`config.mk`:
```
export PLATFORM = sky130hd
export DESIGN_NAME = i2c_master_bit_sequencer_flat
export DESIGN_NICKNAME = d
export VERILOG_FILES = /design/src/design/i2cms_pkg.sv /design/src/design/i2cms_if.sv /design/src/design/i2cms_seq.sv /design/src/design/i2cms_shifter.sv /design/src/design/i2c_master_bit_sequencer.sv /design/src/flat_wrapper.sv
export SDC_FILE = /design/constraint.sdc
export NUM_CORES = 1
export LEC_CHECK = 0
export ABC_AREA = 0
export BUFFER_PORTS_ARGS = -buffer_cell sky130_fd_sc_hd__buf_2
export CAP_MARGIN = 25
export CORE_ASPECT_RATIO = 1.4
export CORE_MARGIN = 2
export CORE_UTILIZATION = 55
export DETAILED_ROUTE_END_ITERATION = 7
export MAX_ROUTING_LAYER = met4
export PLACE_DENSITY = 0.78
export SYNTH_ARGS = -nofsm -noshare
export SYNTH_HDL_FRONTEND = slang
export SYNTH_SLANG_ARGS = --single-unit
```
`constraint.sdc`:
```
create_clock -name clk -period 2.3 [get_ports clk]
set_input_delay 0.115 -clock clk [delete_from_list [all_inputs] [get_ports clk]]
set_output_delay 0.115 -clock clk [all_outputs]
set_load 0.02 [all_outputs]
```
`src/design/i2cms_pkg.sv`:
```
// Shared codes, widths and control types for the I2C master bit sequencer.
// No dependencies; every other file imports this package.
package i2cms_pkg;

  localparam int unsigned BITS_PER_BYTE = 8;
  localparam int unsigned BIT_CNT_W     = $clog2(BITS_PER_BYTE);

  localparam logic [2:0] CMD_START = 3'd0;
  localparam logic [2:0] CMD_STOP  = 3'd1;
  localparam logic [2:0] CMD_WBYTE = 3'd2;
  localparam logic [2:0] CMD_RBYTE = 3'd3;
  localparam logic [2:0] CMD_WACK  = 3'd4;
  localparam logic [2:0] CMD_RACK  = 3'd5;

  localparam logic [2:0] ACT_SDA0   = 3'd0;
  localparam logic [2:0] ACT_SDA1   = 3'd1;
  localparam logic [2:0] ACT_SDA_TX = 3'd2;
  localparam logic [2:0] ACT_SCL0   = 3'd3;
  localparam logic [2:0] ACT_SCL1   = 3'd4;
  localparam logic [2:0] ACT_SAMPLE = 3'd5;

  typedef logic [2:0]               cmd_t;
  typedef logic [2:0]               act_t;
  typedef logic [BITS_PER_BYTE-1:0] byte_t;

  typedef struct packed {
    act_t act;
    logic last;
    logic rd_byte;
    logic rd_ack;
    logic tx_shift;
    logic rx_shift;
  } phase_t;

endpackage

```
`src/design/i2cms_if.sv`:
```
// Valid/ready channel interfaces for command items and bus phase items.
// Depends on i2cms_pkg.
interface i2cms_cmd_if;
  import i2cms_pkg::*;
  logic  valid;
  logic  ready;
  cmd_t  command;
  byte_t data_byte;
  logic  ack_value;
  byte_t bus_bits;

  modport source (output valid, command, data_byte, ack_value, bus_bits, input ready);
  modport sink   (input valid, command, data_byte, ack_value, bus_bits, output ready);
endinterface

interface i2cms_phase_if;
  import i2cms_pkg::*;
  logic  valid;
  logic  ready;
  logic  scl;
  logic  sda;
  byte_t read_byte;
  logic  ack_seen;
  logic  last;

  modport source (output valid, scl, sda, read_byte, ack_seen, last, input ready);
  modport sink   (input valid, scl, sda, read_byte, ack_seen, last, output ready);
endinterface

```
`src/design/i2cms_seq.sv`:
```
// Phase sequencer: walks the phases of one command with a sub-phase and bit counter.
// Depends on i2cms_pkg.
module i2cms_seq (
  input  logic              clk,
  input  logic              rst_n,
  input  logic              load,
  input  i2cms_pkg::cmd_t   cmd_in,
  input  logic              step,
  output logic              busy,
  output i2cms_pkg::phase_t phase
);
  import i2cms_pkg::*;

  logic                 busy_r, busy_nxt;
  cmd_t                 cmd_r, cmd_nxt;
  logic [1:0]           sub_r, sub_nxt;
  logic [BIT_CNT_W-1:0] bit_r, bit_nxt;
  logic                 pre_r, pre_nxt;
  logic [1:0]           sub_end;
  logic [BIT_CNT_W-1:0] bit_lim;
  logic                 run_end;

  always_comb begin
    sub_end = (cmd_r == CMD_START) ? 2'd3 : 2'd2;
    bit_lim = (cmd_r == CMD_WBYTE || cmd_r == CMD_RBYTE) ?
              BIT_CNT_W'(BITS_PER_BYTE - 1) : '0;
    run_end = !pre_r && (sub_r == sub_end) && (bit_r == bit_lim);
  end

  always_comb begin
    phase = '0;
    phase.act  = ACT_SAMPLE;
    phase.last = run_end;
    unique case (cmd_r) inside
      CMD_START: begin
        unique case (sub_r)
          2'd0:    phase.act = ACT_SDA1;
          2'd1:    phase.act = ACT_SCL1;
          2'd2:    phase.act = ACT_SDA0;
          default: phase.act = ACT_SCL0;
        endcase
      end
      CMD_STOP: begin
        unique case (sub_r)
          2'd0:    phase.act = ACT_SDA0;
          2'd1:    phase.act = ACT_SCL1;
          default: phase.act = ACT_SDA1;
        endcase
      end
      CMD_WBYTE, CMD_WACK: begin
        unique case (sub_r)
          2'd0:    phase.act = ACT_SDA_TX;
          2'd1:    phase.act = ACT_SCL1;
          default: phase.act = ACT_SCL0;
        endcase
        phase.tx_shift = (sub_r == 2'd2);
      end
      CMD_RBYTE, CMD_RACK: begin
        if (pre_r) begin
          phase.act = ACT_SDA1;
        end else begin
          unique case (sub_r)
            2'd0:    phase.act = ACT_SCL1;
            2'd1:    phase.act = ACT_SAMPLE;
            default: phase.act = ACT_SCL0;
          endcase
          phase.rx_shift = (sub_r == 2'd1);
        end
        phase.rd_byte = run_end && (cmd_r == CMD_RBYTE);
        phase.rd_ack  = run_end && (cmd_r == CMD_RACK);
      end
      default: phase.act = ACT_SAMPLE;
    endcase
  end

  always_comb begin
    busy_nxt = busy_r;
    cmd_nxt  = cmd_r;
    sub_nxt  = sub_r;
    bit_nxt  = bit_r;
    pre_nxt  = pre_r;
    if (load) begin
      cmd_nxt  = cmd_in;
      sub_nxt  = '0;
      bit_nxt  = '0;
      pre_nxt  = (cmd_in == CMD_RBYTE) || (cmd_in == CMD_RACK);
      busy_nxt = (cmd_in <= CMD_RACK);
    end else if (step && busy_r) begin
      if (run_end) begin
        busy_nxt = 1'b0;
      end else if (pre_r) begin
        pre_nxt = 1'b0;
      end else if (sub_r == sub_end) begin
        sub_nxt = '0;
        bit_nxt = bit_r + 1'b1;
      end else begin
        sub_nxt = sub_r + 1'b1;
      end
    end
  end

  always_ff @(posedge clk) begin
    if (!rst_n) begin
      busy_r <= 1'b0;
      cmd_r  <= CMD_START;
      sub_r  <= '0;
      bit_r  <= '0;
      pre_r  <= 1'b0;
    end else begin
      busy_r <= busy_nxt;
      cmd_r  <= cmd_nxt;
      sub_r  <= sub_nxt;
      bit_r  <= bit_nxt;
      pre_r  <= pre_nxt;
    end
  end

  assign busy = busy_r;

endmodule

```
`src/design/i2cms_shifter.sv`:
```
// Bit-serial data path: transmit shift register, sampled-line shift register
// and receive shift register. Depends on i2cms_pkg.
module i2cms_shifter (
  input  logic              clk,
  input  logic              load,
  input  i2cms_pkg::cmd_t   cmd_in,
  input  i2cms_pkg::byte_t  data_byte,
  input  logic              ack_value,
  input  i2cms_pkg::byte_t  bus_bits,
  input  logic              tx_shift,
  input  logic              rx_shift,
  output logic              tx_bit,
  output i2cms_pkg::byte_t  rx_byte
);
  import i2cms_pkg::*;

  byte_t tx_r, tx_nxt;
  byte_t bus_r, bus_nxt;
  byte_t rx_r, rx_nxt;

  always_comb begin
    tx_nxt  = tx_r;
    bus_nxt = bus_r;
    rx_nxt  = rx_r;
    if (load) begin
      tx_nxt  = (cmd_in == CMD_WACK) ? {ack_value, {(BITS_PER_BYTE-1){1'b0}}} : data_byte;
      bus_nxt = bus_bits;
      rx_nxt  = '0;
    end else begin
      if (tx_shift) begin
        tx_nxt = {tx_r[BITS_PER_BYTE-2:0], 1'b0};
      end
      if (rx_shift) begin
        rx_nxt  = {rx_r[BITS_PER_BYTE-2:0], bus_r[BITS_PER_BYTE-1]};
        bus_nxt = {bus_r[BITS_PER_BYTE-2:0], 1'b0};
      end
    end
  end

  always_ff @(posedge clk) begin
    tx_r  <= tx_nxt;
    bus_r <= bus_nxt;
    rx_r  <= rx_nxt;
  end

  assign tx_bit  = tx_r[BITS_PER_BYTE-1];
  assign rx_byte = rx_r;

endmodule

```
`src/design/i2c_master_bit_sequencer.sv`:
```
// I2C master bit sequencer: one command item in, a run of bus phase items out.
// An accepted command is registered in the sequencer, then each phase in the output register.
// Throughput: one phase per cycle while out is ready; each command is first loaded, and no
// phase is produced while it loads.
// The next command is taken once the last phase is in the output register.
// Reset: synchronous active-low; SCL and SDA levels return to 1 (released).
module i2c_master_bit_sequencer (
  input  logic        clk,
  input  logic        rst_n,
  i2cms_cmd_if.sink   in_item,
  i2cms_phase_if.source out_item
);
  import i2cms_pkg::*;

  logic   busy;
  logic   load;
  logic   step;
  phase_t phase;
  logic   tx_bit;
  byte_t  rx_byte;

  logic   scl_r, scl_nxt;
  logic   sda_r, sda_nxt;
  logic   out_valid_r, out_valid_nxt;
  logic   out_scl_r, out_sda_r, out_ack_r, out_last_r;
  byte_t  out_byte_r;

  assign in_item.ready = rst_n && !busy;
  assign load = in_item.valid && rst_n && !busy;
  assign step = busy && (!out_valid_r || out_item.ready);

  i2cms_seq u_seq (
    .clk    (clk),
    .rst_n  (rst_n),
    .load   (load),
    .cmd_in (in_item.command),
    .step   (step),
    .busy   (busy),
    .phase  (phase)
  );

  i2cms_shifter u_shifter (
    .clk       (clk),
    .load      (load),
    .cmd_in    (in_item.command),
    .data_byte (in_item.data_byte),
    .ack_value (in_item.ack_value),
    .bus_bits  (in_item.bus_bits),
    .tx_shift  (step && phase.tx_shift),
    .rx_shift  (step && phase.rx_shift),
    .tx_bit    (tx_bit),
    .rx_byte   (rx_byte)
  );

  always_comb begin
    scl_nxt = scl_r;
    sda_nxt = sda_r;
    unique case (phase.act)
      ACT_SDA0:   sda_nxt = 1'b0;
      ACT_SDA1:   sda_nxt = 1'b1;
      ACT_SDA_TX: sda_nxt = tx_bit;
      ACT_SCL0:   scl_nxt = 1'b0;
      ACT_SCL1:   scl_nxt = 1'b1;
      default:    ;
    endcase
    out_valid_nxt = step ? 1'b1 : (out_item.ready ? 1'b0 : out_valid_r);
  end

  always_ff @(posedge clk) begin
    if (!rst_n) begin
      scl_r       <= 1'b1;
      sda_r       <= 1'b1;
      out_valid_r <= 1'b0;
    end else begin
      out_valid_r <= out_valid_nxt;
      if (step) begin
        scl_r <= scl_nxt;
        sda_r <= sda_nxt;
      end
    end
  end

  always_ff @(posedge clk) begin
    if (step) begin
      out_scl_r  <= scl_nxt;
      out_sda_r  <= sda_nxt;
      out_byte_r <= phase.rd_byte ? rx_byte : '0;
      out_ack_r  <= phase.rd_ack ? rx_byte[0] : 1'b0;
      out_last_r <= phase.last;
    end
  end

  assign out_item.valid     = out_valid_r;
  assign out_item.scl       = out_scl_r;
  assign out_item.sda       = out_sda_r;
  assign out_item.read_byte = out_byte_r;
  assign out_item.ack_seen  = out_ack_r;
  assign out_item.last      = out_last_r;

endmodule
```
`src/flat_wrapper.sv`:
```
// flat-port wrapper written by rule: the top's interface ports become plain ports
module i2c_master_bit_sequencer_flat import i2cms_pkg::*;
  (clk, rst_n, in_item_valid, in_item_command, in_item_data_byte, in_item_ack_value, in_item_bus_bits, in_item_ready, out_item_valid, out_item_scl, out_item_sda, out_item_read_byte, out_item_ack_seen, out_item_last, out_item_ready);
  i2cms_cmd_if in_item_i ();
  i2cms_phase_if out_item_i ();
  input  logic clk;
  input  logic rst_n;
  input wire logic [$bits(in_item_i.valid)-1:0] in_item_valid;
  input wire logic [$bits(in_item_i.command)-1:0] in_item_command;
  input wire logic [$bits(in_item_i.data_byte)-1:0] in_item_data_byte;
  input wire logic [$bits(in_item_i.ack_value)-1:0] in_item_ack_value;
  input wire logic [$bits(in_item_i.bus_bits)-1:0] in_item_bus_bits;
  output wire logic [$bits(in_item_i.ready)-1:0] in_item_ready;
  output wire logic [$bits(out_item_i.valid)-1:0] out_item_valid;
  output wire logic [$bits(out_item_i.scl)-1:0] out_item_scl;
  output wire logic [$bits(out_item_i.sda)-1:0] out_item_sda;
  output wire logic [$bits(out_item_i.read_byte)-1:0] out_item_read_byte;
  output wire logic [$bits(out_item_i.ack_seen)-1:0] out_item_ack_seen;
  output wire logic [$bits(out_item_i.last)-1:0] out_item_last;
  input wire logic [$bits(out_item_i.ready)-1:0] out_item_ready;
  assign in_item_i.valid = in_item_valid;
  assign in_item_i.command = in_item_command;
  assign in_item_i.data_byte = in_item_data_byte;
  assign in_item_i.ack_value = in_item_ack_value;
  assign in_item_i.bus_bits = in_item_bus_bits;
  assign in_item_ready = in_item_i.ready;
  assign out_item_valid = out_item_i.valid;
  assign out_item_scl = out_item_i.scl;
  assign out_item_sda = out_item_i.sda;
  assign out_item_read_byte = out_item_i.read_byte;
  assign out_item_ack_seen = out_item_i.ack_seen;
  assign out_item_last = out_item_i.last;
  assign out_item_i.ready = out_item_ready;
  i2c_master_bit_sequencer u_core (.clk(clk), .rst_n(rst_n), .in_item(in_item_i), .out_item(out_item_i));
endmodule
```
## Word-level counts from Yosys, hierarchy flattened

Cells that the tools add are included.

- Bits in read-only memories: 0
- RAM bits: 0
- Bits in latches: 0
- Memories: 0
- Register bits: 49
- Input bits: 24
- Logic and storage cells: 99
- Output and inout bits: 14

- Muxes and demuxes: 28
- Reduce and logical (&&, ||, !) cells: 32
- $add $sub $neg: 2
- Shift-type cells: 0
- Eq/ne operators: 17
- Multipliers: 0
- Div/mod/pow operators: 0
- Magnitude comparators: 1
- Bitwise gates (word level): 3

Operator list:

| operator | number |
|---|---|
| 8-bit two-way mux | 5 |
| 3-bit one-hot mux with 2 select lines | 3 |
| 3-bit by 2-bit equality test with 1-bit output (second input constant) | 5 |
| 3-bit equality test (second input constant) | 5 |
| 1-bit two-way mux | 12 |
| 3-bit one-hot mux with 4 select lines | 1 |
| 1-bit logical AND | 11 |
| 2-bit nonzero test | 5 |
| 3-bit one-hot mux with 3 select lines | 1 |
| 3-bit by 1-bit equality test with 1-bit output (second input constant) | 2 |
| 3-bit logical NOT | 2 |
| 3-bit two-way mux | 2 |
| 2-bit OR reduction | 3 |
| 2-bit two-way mux | 2 |
| 2-bit AND reduction | 2 |
| 4-bit AND reduction | 1 |
| 3-bit by 1-bit adder with 3-bit output (second input constant) | 1 |
| 3-bit equality test | 1 |
| 3-bit less-or-equal comparator (second input constant) | 1 |
| 1-bit logical NOT | 3 |
| 1-bit logical OR | 3 |
| 1-bit NOT | 3 |
| 1-bit one-hot mux with 3 select lines | 1 |
| 3-bit AND reduction | 1 |
| other kinds (7) | 7 |

## Depth between registers and ports, before layout

Gate-level depths: netlist of the first run.

- Depth in word-level cells: 8
- Gate-level depth with buffers: 7
- Mapped depth without buffers: 7

## Hierarchy

Synthesis of the first run repeated with hierarchy kept, for this count alone.

- Cell total of the unflattened synthesis: 229
- Area total of the unflattened synthesis: 2,447.3 µm²

By module, submodules not included:

| module | cells an instance | area each (µm²) | instances | seq. area each (µm²) |
|---|---|---|---|---|
| i2cms_shifter | 79 | 1,004.7 | 1 | 640.6 |
| i2cms_seq | 101 | 803.3 | 1 | 200.2 |
| i2c_master_bit_sequencer | 49 | 639.4 | 1 | 420.4 |

## Least setup slack after synthesis of the first run

OpenSTA, ideal clock, no wires.

- Kind: in2reg
- Start: in rst_n
- End: reg u_core.u_shifter.tx_r[0], enable pin
- Slack: 0.288 ns
- Data arrival time: 1.628 ns
- Stages on the path: 6
- Cell sequence: clkbuf_1 > nor2b_1 > nand2_1 > clkbuf_1 > clkbuf_1 > o21ai_0

- Cells in the longest elaborated chain, start to end: 3

RTL lines:

| element | line | text |
|---|---|---|
| from (decl) | flat_wrapper.sv:7 | `input logic rst_n;` |
| 1-bit logical AND (2 in a row) | i2c_master_bit_sequencer.sv:29 | `assign load = in_item.valid && rst_n && !busy;` |
| 2-bit nonzero test (no line) | - |  |
| to (signal assigned) | i2cms_shifter.sv:41 | `tx_r <= tx_nxt;` |
| to (decl) | i2cms_shifter.sv:17 | `byte_t tx_r, tx_nxt;` |

No other way between the ends.
A chain may end at the register's enable or synchronous reset.

## Final worst setup path of the first run

- Start: reg u_core.u_seq.sub_r[0]
- End: reg u_core.out_scl_r, in the netlist u_core.out_item.scl (data pin)

- Cells in the longest elaborated chain, start to end: 6
- Elaborated cells between the ends (all ways): 12

RTL lines:

| element | line | text |
|---|---|---|
| from (decl) | i2cms_seq.sv:16 | `logic [1:0] sub_r, sub_nxt;` |
| from (signal assigned) | i2cms_seq.sv:112 | `sub_r <= sub_nxt;` |
| 2-bit by 1-bit equality test with 1-bit output or 2-bit logical NOT (tied branches) | - |  |
| 3-bit one-hot mux with 2 select lines | i2cms_seq.sv:62 | `unique case (sub_r)` |
| 3-bit two-way mux | i2cms_seq.sv:59 | `if (pre_r) begin` |
| 3-bit one-hot mux with 4 select lines (*) | i2cms_seq.sv:34 | `unique case (cmd_r) inside` |
| 3-bit equality test or 3-bit by 2-bit equality test with 1-bit output (tied branches) | i2c_master_bit_sequencer.sv:58 | `unique case (phase.act)` |
| 1-bit one-hot mux with 2 select lines (*) | i2c_master_bit_sequencer.sv:58 |  |
| named net u_core.scl_nxt | i2c_master_bit_sequencer.sv:22 | `logic scl_r, scl_nxt;` |
| to (signal assigned) | i2c_master_bit_sequencer.sv:85 | `out_scl_r <= scl_nxt;` |
| to (decl) | i2c_master_bit_sequencer.sv:25 | `logic out_scl_r, out_sda_r, out_ack_r, out_last_r;` |

The timed path passes the listed nets; every way through them passes the cells marked *.

==> key figures, run 1 <==
Routing
  • Initial drt markers: 23
  • Vias per inst: 5.66
  • Vias: 1714
  • # DRC: 0
  • Detailed-route wire length: 4140 µm
  • DR pass1 iterations: 4
  • Final ANT Viol Nets: 0
  • Drt wl/cell: 13.7 µm

Worst setup path
  • Critical path origin: u_core.u_seq.sub_r[0]
  • Reg2Reg Setup Slack: 350 ps
  • Crit Path Max Fanout: 8
  • Worst Path Arrival: 2010 ps
  • Nature of the critical path endpoint: flop
  • Slowest cell on crit path: dfxtp_1
  • RR Endpoint: u_core.out_item.scl
  • Critical Path, Cell by Cell: inv_1 > ha_1 > o2111ai_1 > o211ai_1 > o21a_1
  • Crit Path Class: reg2reg
  • Critical Path Max Stage Delay: 460 ps
  • Worst r2r src: u_core.u_seq.sub_r[0]
  • Reg2Reg Depth: 5
  • Startpoint types: flop
  • Critical Path RT: 2370 ps
  • Critical path endpoint: u_core.out_item.scl

Synthesis
  • Syn Area/Cell: 10.9 µm²
  • Async set or reset register ratio after synthesis: 0%
  • Post-Syn Area: 0.00236 mm²
  • Post-synthesis register bit count: 49
  • EDFF count, synth: 28
  • Cells after Synth: 217
  • Synth top area share: 35.6%
  • Most common cell in the netlist: nand2_1
  • Area contributors post-synth: edfxtp_1, dfxtp_1, nand2_1, mux2i_1, ha_1
  • Synth Flop Type: edfxtp_1
  • Synth cell count leaders: nand2_1, edfxtp_1, dfxtp_1, nor2_1, a21oi_1
  • Syn nets: 248
  • Post-synthesis sequential area ratio: 53.4%
  • Synth warn: 0
  • Dominant cell type by area after synthesis: edfxtp_1
  • Distinct cell type count after synthesis: 52

Clock network
  • CTS Sinks: 49
  • Gates resized, CTS repair: 0
  • CTS tree: built
  • Post-CTS Setup Bufs: 0
  • Clock Path Buffers: 2
  • Reg clk slew, reported paths: 90 ps
  • H-tree levels: 2
  • Hold Buf Count CTS: 0
  • Clock root buffer: clkbuf_8
  • CTS buffer count: 5
  • Worst skew pair latency: 310 ps

Layout
  • N_diodes: 0
  • Area delta synth->final: 13.2%
  • Final net count: 288
  • Layout cells sized above 1: 23.6%
  • Final Util: 64.1%

Global route
  • Initial antenna violation count: 0
  • Vias in the first global route: 1557
  • Total global routing overflow: 0
  • Overall Global Routing Usage: 19.8%
  • Pin count of the biggest net entering global routing: 17
  • First-pass GRT wire length: 6960 µm

Floorplan
  • Die X: 59.4 µm
  • Die area: 0.00484 mm²
  • # IOs: 38
  • Initial Util: 56.6%
  • Row Count: 28
  • Die height: 81.5 µm
  • CORE AREA: 0.00417 mm²

STA
  • Final hold vios: 0
  • Post-route minimum period: 1950 ps
  • Measured slew at the worst slew-check pin: 504 ps
  • TNS Setup: 0 ps
  • Fmax: 514 MHz
  • Count of pins over their slew limit: 0
  • RSZ-0062 raised after global routing: false
  • Relative slew slack: 66.4%
  • Setup Viol. Count Final: 0
  • Final Cycle Share: 84.6%
  • Clock Skew: 9.83 ps

Place
  • Port Buf Inserts: 37
  • Detailed Place HPWL: 3040 µm
  • Routability Congestion: 0.906

Power and ir drop
  • Cell Pwr Density: 633 mW/mm²
  • Worst vdd ir: 0.385 mV
  • Leakage: 0.00105 µW

Job
  • Max-cap violations: 0

Outcome
  • Status: finished clean

Worst hold path
  • Type of the most critical hold path: in2reg
==> power breakdown <==
group	internal, µW	switching, µW	total [µW]
sequential	965	23.6	988
clock	216	290	506
combinational	78.7	117	196
total	1260	431	1690
==> worst max-delay path: cells and delay by family (launching register included) <==
family          cells  cell delay [ps]
compound gates      3              800
buf+inv             1              120
flops               1              460
fa+ha+maj           1              330
==> flip-flops by register name, indices dropped and copies added, names as in the netlist, 2 cells and up <==
| signal | count |
|---|---|
| u_core.out_item.read_byte | 8 |
| u_core.u_shifter.rx_byte | 8 |
| u_core.u_seq.bit_r | 3 |
| u_core.u_shifter.bus_r | 8 |
| u_core.u_seq.sub_r | 2 |
| u_core.u_seq.cmd_r | 3 |
| u_core.u_shifter.tx_r | 8 |
==> cell usage in the layout, fill, tap and decap left out, types with 5 or more instances in the layout <==
cell / instances
a21oi_1: 12
a22o_1: 6
and2_1: 10
buf_2: 37
buf_4: 7
clkbuf_8: 5
dfxtp_1: 21
edfxtp_1: 28
ha_1: 7
inv_1: 8
mux2i_1: 10
nand2_1: 33
nand3_1: 5
nor2_1: 16
==> layer usage <==
layer | wire length [µm] | global-route usage [%] | vias up
met2 | 2090 | 32.0 | 51
met3 | 167 | 4.88 | 12
met5 | 0 | - | -
met4 | 79 | 7.95 | 0
li1 | - | - | 856
met1 | 1800 | 23.6 | 795
==> logic make-up after synthesis <==
logic type	synth area share, %
AOI/OAI and AO/OA	12.2
and+or+nand+nor	19.7
muxes	5.19
xor gates and xnor gates	1.43
DFF	53.4
adders and majority gates	3.71
buffers and inverters	4.35
==> layout make-up <==
class	count	area (µm²)
multi-input combinational	149	997
fill	333	1500
sequential	49	1260
inverter	8	30.0
clock buffer	5	68.8
clock inverter	3	21.3
timing repair buffer	44	238
tap	45	56.3
==> through the flow <==
stage	instances	hold WS, ps	total power, µW	setup slack, ps	area [µm²]
floorplan	217	224	1140	288	2360
global route	303	64.2	1770	122	2670
finish	303	56.5	1690	353	2670
CTS	303	45.8	1710	374	2670
global placement	295	358	1200	424	2580
detailed placement	295	368	1200	387	2580
==> worst min-delay path by stage <==
stage | end | from | cells after the start | slack [ps]
after floorplan | u_core.u_seq.cmd_r[0] | in_item_command[0] | 2 | 220
after global placement | u_core.u_seq.cmd_r[0] | in_item_command[0] | 3 | 360
after detailed placement | u_core.u_seq.cmd_r[0] | in_item_command[0] | 3 | 370
after CTS | u_core.u_seq.cmd_r[0] | in_item_command[0] | 3 | 50
after global routing | u_core.u_shifter.bus_r[4] | in_item_bus_bits[4] | 3 | 60
final | u_core.u_seq.cmd_r[0] | in_item_command[0] | 3 | 60
(Power assumes the default switching activity.)
==> inputs of run 2 (changes only) <==
==> constraint.sdc (replaced) <==
create_clock -name clk -period 1.8 [get_ports clk]
set_input_delay 0.09 -clock clk [delete_from_list [all_inputs] [get_ports clk]]
set_output_delay 0.09 -clock clk [all_outputs]
set_load 0.02 [all_outputs]
==> run 2 against run 1 <==
Effect of this change: combinational power is 52% higher; routed wire length is 7.4% higher; first-iteration DRC count rose to 2.7 times the previous value; clock skew is 2.3 ps higher; flip-flop and latch count unchanged; core utilization up 3.8 points; sequential share of layout area decreased by 2.2 points; register-to-register slack worse by 280 ps; final cell count is 3.0% higher; clock-buffer cell count unchanged; worst hold slack worse by 25 ps; critical path type unchanged; largest cell class unchanged.
==> key figures, run 2 (synthesis gave the netlist of run 1 again) <==
Power and ir drop
  • Logic pwr share: 13.5%
  • Worst vdd ir: 0.488 mV
  • Net Sw Frac: 25.7%
  • Clock power frac: 29.3%
  • Cell Pwr Density: 777 mW/mm²
  • P_sw: 565 µW
  • Leakage: 0.00111 µW
  • Sequential cell fraction of total power: 57.2%
  • Internal cell power: 1630 µW

STA
  • Final Cycle Share: 95.8%
  • Post-route minimum period: 1720 ps
  • WHS: 31.1 ps
  • Count of pins over their slew limit: 0
  • Fmax: 580 MHz
  • Measured slew at the worst slew-check pin: 458 ps
  • Relative slew slack: 69.3%
  • Final hold vios: 0
  • Clock Skew: 12.1 ps
  • Setup Viol. Count Final: 0

Clock network
  • CTS buffer count: 5
  • Clock Path Buffers: 2
  • Clock root buffer: clkbuf_8
  • Reg clk slew, reported paths: 80 ps
  • Worst skew pair latency: 310 ps
  • CTS Sinks: 49
  • H-tree levels: 2
  • Hold Buf Count CTS: 0
  • CTS tree: built

Place
  • Port Buf Inserts: 37
  • Detailed Place HPWL: 3310 µm
  • Routability Congestion: 0.886
  • Placed cell area: 0.00267 mm²

Layout
  • N_diodes: 0
  • Layout cells sized above 1: 32.2%
  • Most common cell after layout, fill and taps aside: buf_2
  • Final Cell Area: 0.00283 mm²
  • Multi-input gate area in the final layout: 0.00106 mm²
  • Commonest cells after routing, fill and taps aside: buf_2, nand2_1, edfxtp_1
  • Fillers: 348
  • FF/Latch Area: 0.00127 mm²
  • Final net count: 297
  • Area delta synth->final: 19.9%

Floorplan
  • CORE AREA: 0.00417 mm²
  • # IOs: 38
  • Row Count: 28
  • Die height: 81.5 µm
  • Die X: 59.4 µm
  • Initial Util: 56.6%
  • Die area: 0.00484 mm²

Worst setup path
  • Critical path endpoint: u_core.out_item.scl
  • Critical path origin: u_core.u_seq.cmd_r[1]
  • Crit Path Max Fanout: 9
  • Critical Path RT: 1860 ps
  • RR Endpoint: u_core.out_item.scl
  • Reg2Reg Setup Slack: 80 ps
  • Worst Path Arrival: 1780 ps
  • Worst r2r src: u_core.u_seq.cmd_r[1]
  • Crit Path Class: reg2reg
  • Startpoint types: flop
  • Nature of the critical path endpoint: flop
  • Reg2Reg Depth: 6

Global route
  • Initial antenna violation count: 0
  • Overall Global Routing Usage: 20.9%
  • First-pass GRT wire length: 7330 µm
  • Pin count of the biggest net entering global routing: 24
  • Total global routing overflow: 0
  • Vias in the first global route: 1680

Routing
  • # DRC: 0
  • Drt wl/cell: 14.3 µm
  • Initial drt markers: 61
  • DR pass1 iterations: 4
  • Vias per inst: 5.55
  • Detailed-route wire length: 4450 µm
  • Final ANT Viol Nets: 0
  • Vias: 1733

Outcome
  • Status: finished clean

Worst hold path
  • Hold Path Depth: 3
  • Type of the most critical hold path: in2reg

Job
  • Max-cap violations: 0
run 2: worst min path at each step:
| stage | from | to | slack (ps) |
|---|---|---|---|
| 6_report | in_item_command[0] | u_core.u_seq.cmd_r[0] | 30 |
| 4_1_cts | in_item_command[0] | u_core.u_seq.cmd_r[0] | 30 |
| 3_3_place_gp | in_item_command[0] | u_core.u_seq.cmd_r[0] | 330 |
| 3_5_place_dp | in_item_command[0] | u_core.u_seq.cmd_r[0] | 340 |
| 5_1_grt | in_item_command[0] | u_core.u_seq.cmd_r[0] | 30 |
| 2_1_floorplan | in_item_command[0] | u_core.u_seq.cmd_r[0] | 200 |
run 2: cell type report:
| type | instances | area share (%) |
|---|---|---|
| inverter | 8 | 1.06 |
| clock buffer | 5 | 2.43 |
| clock inverter | 3 | 0.796 |
| tap | 45 | 1.99 |
| timing repair buffer | 53 | 11.2 |
| multi-input combinational | 149 | 37.5 |
| sequential | 49 | 45.0 |
run 2: what timing repair did:
action,4_1_cts,5_1_grt
cloned,0,0
pin swaps,0,2
setup buffers,0,0
setup endpoints to repair,7,26
gates resized for setup,7,12
run 2: power groups by stage:
| stage | clock network [µW] | logic, µW | registers, µW |
|---|---|---|---|
| 3_5_place_dp | 0 | 278 | 1280 |
| 2_1_floorplan | 0 | 171 | 1290 |
| 5_1_grt | 699 | 326 | 1270 |
| 4_1_cts | 655 | 290 | 1260 |
| 3_3_place_gp | 0 | 271 | 1280 |
| 6_report | 644 | 297 | 1260 |
run 2: critical path, cell delays in order, from the launching register on:
cell      delay [ps]
dfxtp_4          390
buf_4            150
o21a_1           210
a21oi_2          160
o211ai_1         200
nor3b_2          210
o21a_1           170
run 2: routing by layer:
metal | global-route usage (%) | wire (µm)
met2 | 35.4 | 2300
met5 | - | 0
met1 | 23.3 | 1880
met3 | 4.25 | 173
met4 | 9.55 | 93
run 2: stage by stage:
| step | std cells | worst slack (ps) | power [µW] | util [%] | setup TNS, ps |
|---|---|---|---|---|---|
| floorplan | 217 | 86.8 | 1460 | - | 0 |
| global placement | 304 | -27.1 | 1550 | 64.0 | -27.1 |
| detailed placement | 304 | -103 | 1560 | 64.0 | -185 |
| CTS | 312 | 2.93 | 2200 | 66.9 | 0 |
| global route | 312 | -7.45 | 2290 | 67.9 | -11.3 |
| finish | 312 | 75.9 | 2200 | 67.9 | 0 |
